### src/rtl/assert_macros.svh
// Assertion helpers used by the RTL of the button press detector.
// Every check is sampled on clk and switched off while arst_n is low.
`ifndef ASSERT_MACROS_SVH
`define ASSERT_MACROS_SVH

// Check a property on every rising clock edge outside reset.
`define BCPD_ASSERT(label, prop, msg) \
	label: assert property (@(posedge clk) disable iff (!arst_n) prop) else $error(msg);

// Check that a condition implies another one on the same edge.
`define BCPD_ASSERT_IMPL(label, cond, expr, msg) \
	`BCPD_ASSERT(label, (cond) |-> (expr), msg)

`endif

### src/rtl/bcpd_pkg.sv
// ----------------------------------------------------------------------------
// Button press detector package
// Shared widths, register indexes, event codes and the threshold bundle
// that the configuration block hands to the classifier.
// ----------------------------------------------------------------------------
package bcpd_pkg;

	// Field and register widths.
	localparam int unsigned CfgIdxW = 8;
	localparam int unsigned MsW     = 16;
	localparam int unsigned TimeW   = 32;
	localparam int unsigned EvW     = 3;
	localparam int unsigned ModeW   = 3;
	// A 16-bit millisecond count plus one, times 1000, fits in 26 bits.
	localparam int unsigned ThrW    = 26;
	localparam int unsigned UsPerMs = 1000;

	// Configuration register indexes.
	localparam logic [CfgIdxW-1:0] CFG_CLICK_WINDOW = CfgIdxW'(0);
	localparam logic [CfgIdxW-1:0] CFG_LONG_PRESS   = CfgIdxW'(1);
	localparam logic [CfgIdxW-1:0] CFG_REPEAT       = CfgIdxW'(2);
	localparam logic [CfgIdxW-1:0] CFG_DEBOUNCE     = CfgIdxW'(3);

	// Register reset values in milliseconds.
	localparam logic [MsW-1:0] RST_CLICK_WINDOW = MsW'(600);
	localparam logic [MsW-1:0] RST_LONG_PRESS   = MsW'(1000);
	localparam logic [MsW-1:0] RST_REPEAT       = MsW'(1000);
	localparam logic [MsW-1:0] RST_DEBOUNCE     = MsW'(50);

	// Event codes.
	localparam logic [EvW-1:0] EV_NONE    = EvW'(0);
	localparam logic [EvW-1:0] EV_IDLE    = EvW'(1);
	localparam logic [EvW-1:0] EV_CLICK   = EvW'(2);
	localparam logic [EvW-1:0] EV_DOUBLE  = EvW'(3);
	localparam logic [EvW-1:0] EV_PRESS   = EvW'(4);
	localparam logic [EvW-1:0] EV_RELEASE = EvW'(5);

	// Thresholds in microseconds. A whole-ms elapsed time floor(d/1000)
	// exceeds T exactly when d >= (T+1)*1000, and reaches T exactly when
	// d >= T*1000, so no divider is needed per sample.
	typedef struct packed {
		logic [ThrW-1:0] click_hi;
		logic [ThrW-1:0] long_hi;
		logic [ThrW-1:0] repeat_lo;
		logic [ThrW-1:0] deb_lo;
		logic [ThrW-1:0] deb_hi;
		logic            repeat_zero;
		logic            deb_zero;
	} thr_t;

	// Scale a millisecond count (with one spare bit for the +1) to us.
	function automatic logic [ThrW-1:0] ms_to_us(input logic [MsW:0] ms);
		logic [ThrW-1:0] wide;
		wide = ThrW'(ms);
		return wide * ThrW'(UsPerMs);
	endfunction

	// Scale a register value plus one.
	function automatic logic [ThrW-1:0] ms_to_us_next(input logic [MsW-1:0] ms);
		logic [MsW:0] ext;
		ext = {1'b0, ms} + (MsW+1)'(1);
		return ms_to_us(ext);
	endfunction

endpackage

### src/rtl/button_click_press_detector.sv
// ----------------------------------------------------------------------------
// Button click, double click and long press detector
// Classifies timestamped button samples into one event per sample.
// ----------------------------------------------------------------------------
// Usage: each input request carries button_down and a free-running now_us
// timestamp (wraps at 2^32). Every request yields exactly one output request
// with event_code (none, idle, click, double click, press, release) and the
// saturating long press count press_total.
// Both data channels use valid/stall; a request moves when valid is high and
// stall is low. Timing registers are written through cfg_valid/cfg_ready
// (always ready) with cfg_index 0..3 and 16-bit cfg_data; other indexes are
// ignored. Write them only while no request is in flight.
// A sample is held in the input register, classified from it, and registered
// in the result register. Throughput is one sample per cycle while out_stall
// is low, with the mode, time stamps and counter updated in the classify stage.
// When out_stall is high the result is held and one more sample waits in
// the input register before in_stall rises.
// Reset puts the machine in up mode with zero times and count, and loads
// the register defaults 600, 1000, 1000 and 50 ms.
// ----------------------------------------------------------------------------
`include "assert_macros.svh"

module button_click_press_detector (
	input  logic                          clk,
	input  logic                          arst_n,
	// Sample channel
	input  logic                          in_valid,
	output logic                          in_stall,
	input  logic                          button_down,
	input  logic [bcpd_pkg::TimeW-1:0]    now_us,
	// Event channel
	output logic                          out_valid,
	input  logic                          out_stall,
	output logic [bcpd_pkg::EvW-1:0]      event_code,
	output logic [bcpd_pkg::MsW-1:0]      press_total,
	// Configuration write channel
	input  logic                          cfg_valid,
	output logic                          cfg_ready,
	input  logic [bcpd_pkg::CfgIdxW-1:0]  cfg_index,
	input  logic [bcpd_pkg::MsW-1:0]      cfg_data
);

	localparam logic [bcpd_pkg::ModeW-1:0] MODE_UP          = 3'd0;
	localparam logic [bcpd_pkg::ModeW-1:0] MODE_DOWN        = 3'd1;
	localparam logic [bcpd_pkg::ModeW-1:0] MODE_FIRST_UP    = 3'd2;
	localparam logic [bcpd_pkg::ModeW-1:0] MODE_SECOND_DOWN = 3'd3;
	localparam logic [bcpd_pkg::ModeW-1:0] MODE_PRESSED     = 3'd4;
	localparam logic [bcpd_pkg::ModeW-1:0] MODE_RESET       = 3'd5;

	bcpd_pkg::thr_t thr;

	logic                          valid_s1;
	logic                          down_s1;
	logic [bcpd_pkg::TimeW-1:0]    now_s1;

	logic [bcpd_pkg::ModeW-1:0]    mode_q, mode_d;
	logic [bcpd_pkg::TimeW-1:0]    start_q, start_d;
	logic [bcpd_pkg::TimeW-1:0]    stop_q, stop_d;
	logic [bcpd_pkg::MsW-1:0]      count_q, count_d;
	logic [bcpd_pkg::EvW-1:0]      ev_d;

	logic                          out_valid_q;
	logic [bcpd_pkg::EvW-1:0]      event_q;
	logic [bcpd_pkg::MsW-1:0]      total_q;

	logic                          out_free;
	logic                          advance;
	logic [bcpd_pkg::TimeW-1:0]    d_start;
	logic [bcpd_pkg::TimeW-1:0]    d_stop;
	logic                          start_lt_deb;
	logic                          start_gt_deb;
	logic                          start_gt_long;
	logic                          start_gt_click;
	logic                          stop_gt_deb;
	logic                          stop_ge_repeat;

	// Timing registers.
	bcpd_cfg u_cfg (
		.clk       (clk),
		.arst_n    (arst_n),
		.cfg_valid (cfg_valid),
		.cfg_index (cfg_index),
		.cfg_data  (cfg_data),
		.thr       (thr)
	);

	assign cfg_ready = 1'b1;

	// Handshake: the classify stage moves when the result register is free.
	assign out_free = !out_valid_q || !out_stall;
	assign advance  = valid_s1 && out_free;
	assign in_stall = valid_s1 && !out_free;

	// Input register control.
	always_ff @(posedge clk or negedge arst_n) begin
		if (!arst_n) begin
			valid_s1 <= 1'b0;
		end else if (!in_stall) begin
			valid_s1 <= in_valid;
		end
	end

	// Input register payload.
	always_ff @(posedge clk) begin
		if (in_valid && !in_stall) begin
			down_s1 <= button_down;
			now_s1  <= now_us;
		end
	end

	// Elapsed times modulo 2^32, compared against the scaled thresholds.
	assign d_start        = now_s1 - start_q;
	assign d_stop         = now_s1 - stop_q;
	assign start_lt_deb   = d_start < bcpd_pkg::TimeW'(thr.deb_lo);
	assign start_gt_deb   = d_start >= bcpd_pkg::TimeW'(thr.deb_hi);
	assign start_gt_long  = d_start >= bcpd_pkg::TimeW'(thr.long_hi);
	assign start_gt_click = d_start >= bcpd_pkg::TimeW'(thr.click_hi);
	assign stop_gt_deb    = d_stop >= bcpd_pkg::TimeW'(thr.deb_hi);
	assign stop_ge_repeat = d_stop >= bcpd_pkg::TimeW'(thr.repeat_lo);

	// Mode machine: next state and event for the sample in the input register.
	always_comb begin
		mode_d  = mode_q;
		start_d = start_q;
		stop_d  = stop_q;
		count_d = count_q;
		ev_d    = bcpd_pkg::EV_NONE;
		unique case (mode_q)
			MODE_UP: begin
				if (down_s1) begin
					mode_d  = MODE_DOWN;
					start_d = now_s1;
				end
			end
			MODE_DOWN: begin
				if (!down_s1) begin
					if (!thr.deb_zero && start_lt_deb) begin
						// Bounced press: drop it entirely.
						mode_d  = MODE_UP;
						start_d = '0;
						stop_d  = '0;
						count_d = '0;
					end else begin
						mode_d = MODE_FIRST_UP;
						stop_d = now_s1;
					end
				end else if (start_gt_long) begin
					mode_d  = MODE_PRESSED;
					stop_d  = now_s1;
					count_d = bcpd_pkg::MsW'(1);
					ev_d    = bcpd_pkg::EV_PRESS;
				end
			end
			MODE_FIRST_UP: begin
				// The click window is checked before the level.
				if (start_gt_click) begin
					mode_d  = MODE_RESET;
					start_d = '0;
					stop_d  = '0;
					ev_d    = bcpd_pkg::EV_CLICK;
				end else if (down_s1 && (thr.deb_zero || stop_gt_deb)) begin
					mode_d  = MODE_SECOND_DOWN;
					start_d = now_s1;
				end
			end
			MODE_SECOND_DOWN: begin
				if (!down_s1 && start_gt_deb) begin
					mode_d  = MODE_RESET;
					start_d = '0;
					stop_d  = '0;
					ev_d    = bcpd_pkg::EV_DOUBLE;
				end
			end
			MODE_PRESSED: begin
				if (!down_s1) begin
					mode_d = MODE_RESET;
					stop_d = now_s1;
					ev_d   = bcpd_pkg::EV_RELEASE;
				end else if (!thr.repeat_zero && stop_ge_repeat) begin
					// Repeated press; the count saturates.
					stop_d = now_s1;
					if (count_q != '1) begin
						count_d = count_q + bcpd_pkg::MsW'(1);
					end
					ev_d = bcpd_pkg::EV_PRESS;
				end
			end
			default: begin
				// Reset mode and unused codes clear the machine.
				mode_d  = MODE_UP;
				start_d = '0;
				stop_d  = '0;
				count_d = '0;
				ev_d    = bcpd_pkg::EV_IDLE;
			end
		endcase
	end

	// Machine state, updated once per classified sample.
	always_ff @(posedge clk or negedge arst_n) begin
		if (!arst_n) begin
			mode_q  <= MODE_UP;
			start_q <= '0;
			stop_q  <= '0;
			count_q <= '0;
		end else if (advance) begin
			mode_q  <= mode_d;
			start_q <= start_d;
			stop_q  <= stop_d;
			count_q <= count_d;
		end
	end

	// Result register control.
	always_ff @(posedge clk or negedge arst_n) begin
		if (!arst_n) begin
			out_valid_q <= 1'b0;
		end else if (advance) begin
			out_valid_q <= 1'b1;
		end else if (!out_stall) begin
			out_valid_q <= 1'b0;
		end
	end

	// Result register payload.
	always_ff @(posedge clk) begin
		if (advance) begin
			event_q <= ev_d;
			total_q <= count_d;
		end
	end

	assign out_valid   = out_valid_q;
	assign event_code  = event_q;
	assign press_total = total_q;

	// A nonzero count only exists after a long press, until the next clear.
	`BCPD_ASSERT_IMPL(a_count_mode, count_q != '0, mode_q == MODE_PRESSED || mode_q == MODE_RESET, "press count outside long press modes")
	// Long pressed mode always carries at least one press.
	`BCPD_ASSERT_IMPL(a_pressed_count, mode_q == MODE_PRESSED, count_q != '0, "long press with zero count")
	// A press event always reports a nonzero count.
	`BCPD_ASSERT_IMPL(a_press_total, out_valid_q && event_q == bcpd_pkg::EV_PRESS, total_q != '0, "press event with zero count")
	// An accepted sample lands in the input register.
	`BCPD_ASSERT(a_accept_s1, (in_valid && !in_stall) |=> valid_s1, "accepted sample lost")
	// A classified sample always produces a result on the next edge.
	`BCPD_ASSERT(a_advance_out, advance |=> out_valid_q, "classified sample without result")

endmodule

### src/rtl/bcpd_cfg.sv
// ----------------------------------------------------------------------------
// Button press detector configuration registers
// Holds the four timing registers, kept already scaled to microseconds so
// that the classifier only subtracts and compares.
// ----------------------------------------------------------------------------
module bcpd_cfg (
	input  logic                          clk,
	input  logic                          arst_n,
	input  logic                          cfg_valid,
	input  logic [bcpd_pkg::CfgIdxW-1:0]  cfg_index,
	input  logic [bcpd_pkg::MsW-1:0]      cfg_data,
	output bcpd_pkg::thr_t                thr
);

	bcpd_pkg::thr_t thr_q;

	// Register write decode; unknown indexes are dropped.
	always_ff @(posedge clk or negedge arst_n) begin
		if (!arst_n) begin
			thr_q.click_hi    <= bcpd_pkg::ms_to_us_next(bcpd_pkg::RST_CLICK_WINDOW);
			thr_q.long_hi     <= bcpd_pkg::ms_to_us_next(bcpd_pkg::RST_LONG_PRESS);
			thr_q.repeat_lo   <= bcpd_pkg::ms_to_us({1'b0, bcpd_pkg::RST_REPEAT});
			thr_q.repeat_zero <= (bcpd_pkg::RST_REPEAT == '0);
			thr_q.deb_lo      <= bcpd_pkg::ms_to_us({1'b0, bcpd_pkg::RST_DEBOUNCE});
			thr_q.deb_hi      <= bcpd_pkg::ms_to_us_next(bcpd_pkg::RST_DEBOUNCE);
			thr_q.deb_zero    <= (bcpd_pkg::RST_DEBOUNCE == '0);
		end else if (cfg_valid) begin
			unique case (cfg_index)
				bcpd_pkg::CFG_CLICK_WINDOW: begin
					thr_q.click_hi <= bcpd_pkg::ms_to_us_next(cfg_data);
				end
				bcpd_pkg::CFG_LONG_PRESS: begin
					thr_q.long_hi <= bcpd_pkg::ms_to_us_next(cfg_data);
				end
				bcpd_pkg::CFG_REPEAT: begin
					thr_q.repeat_lo   <= bcpd_pkg::ms_to_us({1'b0, cfg_data});
					thr_q.repeat_zero <= (cfg_data == '0);
				end
				bcpd_pkg::CFG_DEBOUNCE: begin
					thr_q.deb_lo   <= bcpd_pkg::ms_to_us({1'b0, cfg_data});
					thr_q.deb_hi   <= bcpd_pkg::ms_to_us_next(cfg_data);
					thr_q.deb_zero <= (cfg_data == '0);
				end
				default: begin
				end
			endcase
		end
	end

	assign thr = thr_q;

endmodule
### config.mk
export PLATFORM = sky130hd
export DESIGN_NAME = button_click_press_detector
export DESIGN_NICKNAME = d
export VERILOG_FILES = /design/src/rtl/bcpd_pkg.sv /design/src/rtl/button_click_press_detector.sv /design/src/rtl/bcpd_cfg.sv
export VERILOG_INCLUDE_DIRS = /design/src /design/src/rtl
export SDC_FILE = /design/constraint.sdc
export NUM_CORES = 1
export LEC_CHECK = 0
export ABC_AREA = 0
export BUFFER_PORTS_ARGS = -buffer_cell sky130_fd_sc_hd__buf_4
export CORE_MARGIN = 2
export CORE_UTILIZATION = 40
export DETAILED_ROUTE_END_ITERATION = 7
export SLEW_MARGIN = 20
export SYNTH_ARGS = -nofsm -noshare
export SYNTH_HDL_FRONTEND = slang
export SYNTH_SLANG_ARGS = --single-unit
### constraint.sdc
create_clock -name clk -period 6.1 [get_ports clk]
set_input_delay 0.305 -clock clk [delete_from_list [all_inputs] [get_ports clk]]
set_output_delay 0.305 -clock clk [all_outputs]
set_load 0.005 [all_outputs]
==> key figures <==
Outcome
  • Status: finished, final reports clean

Routing
  • Post-route DRC: 0
  • Detailed Route WL: 60640 um
  • DRT iter0 DRCs: 771
  • Vias/cell: 5.342
  • Via Count: 17800
  • Wirelength per Cell: 18.20 um
  • Initial DRT Pass Iterations: 5
  • Post-route ant nets: 0

Hold path
  • Min-Delay Path Class: in2reg

Synthesis
  • Flops & latches, synth: 254
  • Post-synth EDFFs: 52
  • Yosys cell types: 87
  • Avg Inst Size Synth: 9.496 um2
  • Sequential share of the synthesized area: 0.2931
  • Ys flop type: dfrtp_1
  • Mapped Area: 22740 um2
  • Yosys warning total: 0
  • Ys async rst share: 0.7953
  • Synth Instances: 2395
  • Net count after synthesis: 2882

STA
  • Total Neg Setup Slack: 0 ns
  • Fin Clk Skew: 0.01323 ns
  • Final Critical Period: 5.726 ns
  • Maximum clock frequency: 174.6 MHz
  • Final setup viols: 0
  • Relative slew slack: 0.3651
  • Tcrit/Tclk final: 0.9388
  • Actual slew at the worst max-slew pin: 0.9524 ns
  • Max-slew violation count: 0
  • Final Hold Viols: 0

GRT
  • Initial antenna violation count: 0
  • Largest net degree at the start of global routing: 136
  • Total track usage: 0.2084
  • First-pass GRT wire length: 99190 um
  • Congestion Overflow GR: 0
  • Vias in the first global route: 18380

Place
  • GPL Wtd Cong: 0.8921
  • Final HPWL DP: 48340 um
  • Port bufs: 82

Critical path
  • CP Capture Type: flop
  • Worst Path Buf+Inv: 3
  • Crit path DAT: 6.22 ns
  • Critical path's slowest cell: edfxtp_1
  • Peak fanout along the critical path: 22
  • CP peak stage delay: 0.42 ns
  • Critical Path Source Type: flop
  • WS Path Type: reg2reg
  • Top delay family on crit path: compound AO/OA/AOI/OAI gates
  • WP data required: 6.60 ns

Floorplan
  • Row count: 87
  • Width of the die: 242.4 um
  • Die area: 58780 um2
  • Num ports: 84
  • Initial core utilization: 0.4041
  • Total core area: 56280 um2
  • Chip height: 242.4 um

Cells and area
  • Fraction of layout cells with a size suffix above 1: 0.1405
  • Most frequent cells in the layout: 319 x inv_1, 312 x ha_1, 214 x nand2_1
  • Most common cell after layout, fill and taps aside: inv_1
  • Syn-to-layout area delta: 14.39%
  • Nets: 3041
  • N_diodes: 0

Clock tree
  • Clock Path Buffers: 3
  • CTS root buffer: clkbuf_16
  • TritonCTS clock tree: yes
  • CTS H-tree lvls: 1
  • Sink Count: 254
  • TritonCTS Buffers: 29
  • Worst-Skew Late Latency: 0.57 ns
  • Clk slew on worst S/H paths: 0.06 ns

Run
  • Max-cap viol count: 0

Power and ir drop
  • Pwr dens: 543.6 nW/um2
  • Max IR drop VDD: 0.0003390 V
  • Static Leak: 11.88 nW
  • Post-layout power: 14.14 mW
## cell type report
| class | count | area, um2 |
|---|---|---|
| Clock inverter | 11 | 68.82 |
| Inverter | 320 | 1201 |
| Fill cell | 5358 | 30260 |
| Tap cell | 756 | 945.9 |
| Sequential cell | 254 | 6665 |
| Timing Repair Buffer | 193 | 1583 |
| Multi-Input combinational cell | 1756 | 14650 |
| Clock buffer | 42 | 897.1 |
## sequential cells by signal, indices dropped and copies added (netlist names)
register,flops
count_q,16
down_s1,1
event_code,3
mode_q,3
now_s1,32
out_valid,1
press_total,16
start_q,32
stop_q,32
u_cfg.thr,117
valid_s1,1
## report_power, final
group	internal, mW	switching, mW
clock network	1.02	0.746
registers	2.18	0.287
logic	4.04	5.87
total	7.24	6.90
## path summary, 6_finish.rpt
| check | start | endpoint | slack, ns | depth (start not counted) |
|---|---|---|---|---|
| hold reg to reg | u_cfg.thr[72]$_DFFE_PN1P_ | u_cfg.thr[72]$_DFFE_PN1P_ | 0.48 | 2 |
| min in group asynchronous | arst_n | stop_q[5]$_DFFE_PN0P_ | 0.32 | 2 |
| hold / removal | cfg_data[0] | u_cfg.thr[5]$_DFFE_PN1P_ | 0.11 | 3 |
| setup / recovery | now_s1[2]$_DFFE_PP_ | stop_q[28]$_DFFE_PN0P_ | 0.37 | 27 |
| max in group asynchronous | arst_n | stop_q[23]$_DFFE_PN0P_ | 4.61 | 3 |
| setup reg to reg | now_s1[2]$_DFFE_PP_ | stop_q[28]$_DFFE_PN0P_ | 0.37 | 27 |
## what timing repair did
item | in CTS | in global routing
setup endpoints to repair | 0 | 96
setup buffers | 0 | 0
hold buffers | 36 | 0
endpoints found under the hold margin | 102 | 0
resized for setup | 0 | 17
## tightest hold or removal path, stage by stage
cell,delay (ns)
buf_4,0.09
buf_4,0.18
o21ai_0,0.10
## cells in the mapped netlist, types with 6 or more instances
cell	n	area share
o21ai_0	118	0.026
a21oi_1	147	0.032
inv_1	319	0.053
clkbuf_1	43	0.0071
a31oi_1	18	0.0050
xnor2_1	76	0.029
and3_1	20	0.0055
nor3_1	37	0.0081
o211ai_1	19	0.0063
nor2_1	97	0.016
o21bai_1	11	0.0036
and2_1	8	0.0022
o31ai_1	19	0.0063
a21o_1	58	0.019
nand4_1	32	0.0088
o31a_1	6	0.0023
nand2b_1	19	0.0052
a221o_1	8	0.0035
o21ai_1	32	0.0070
fa_1	113	0.099
nor2b_1	23	0.0063
buf_2	9	0.0020
or3_1	8	0.0022
a211oi_1	13	0.0043
ha_1	312	0.17
a22o_1	32	0.012
xor2_1	27	0.010
nand3_1	49	0.011
nor4_1	14	0.0039
buf_4	8	0.0026
mux2_2	77	0.038
dfstp_2	39	0.045
o21a_1	24	0.0079
a211o_1	19	0.0073
a2111oi_0	6	0.0023
nand2_1	214	0.035
dfrtp_1	163	0.18
a31o_2	7	0.0027
edfxtp_1	52	0.069
## per-stage QoR
stage	hold slack [ns]	worst slack (ns)	util	cells	instance area (um2)
global route	0.1378	-0.004535	0.4623	3332	26020
CTS	0.09838	0.07230	0.4609	3332	25940
finish	0.1144	0.3736	0.4623	3332	26020
global placement	0.3770	0.1666	0.4373	3243	24610
floorplan	0.009409	0.4334	-	2395	22740
detailed placement	0.3766	0.08648	0.4373	3243	24610
## cell families after synthesis
kind of cell | share of synthesized area
AO/OA/AOI/OAI | 0.1737
buffers and inverters | 0.06668
XOR/XNOR | 0.03967
multiplexers | 0.04033
flip-flops | 0.2931
adder cells (fa/ha/maj) | 0.2711
other | 0.0001649
AND/OR/NAND/NOR | 0.1153
## routing by layer
metal  GRT usage  share of wire  vias up
met3     0.01551          0.027      107
met2      0.3438           0.46      310
met5           0              0        -
li1            -              -     8747
met1      0.2871           0.47     8634
met4     0.07680          0.038        0
Power figures use the tool's default switching activity.
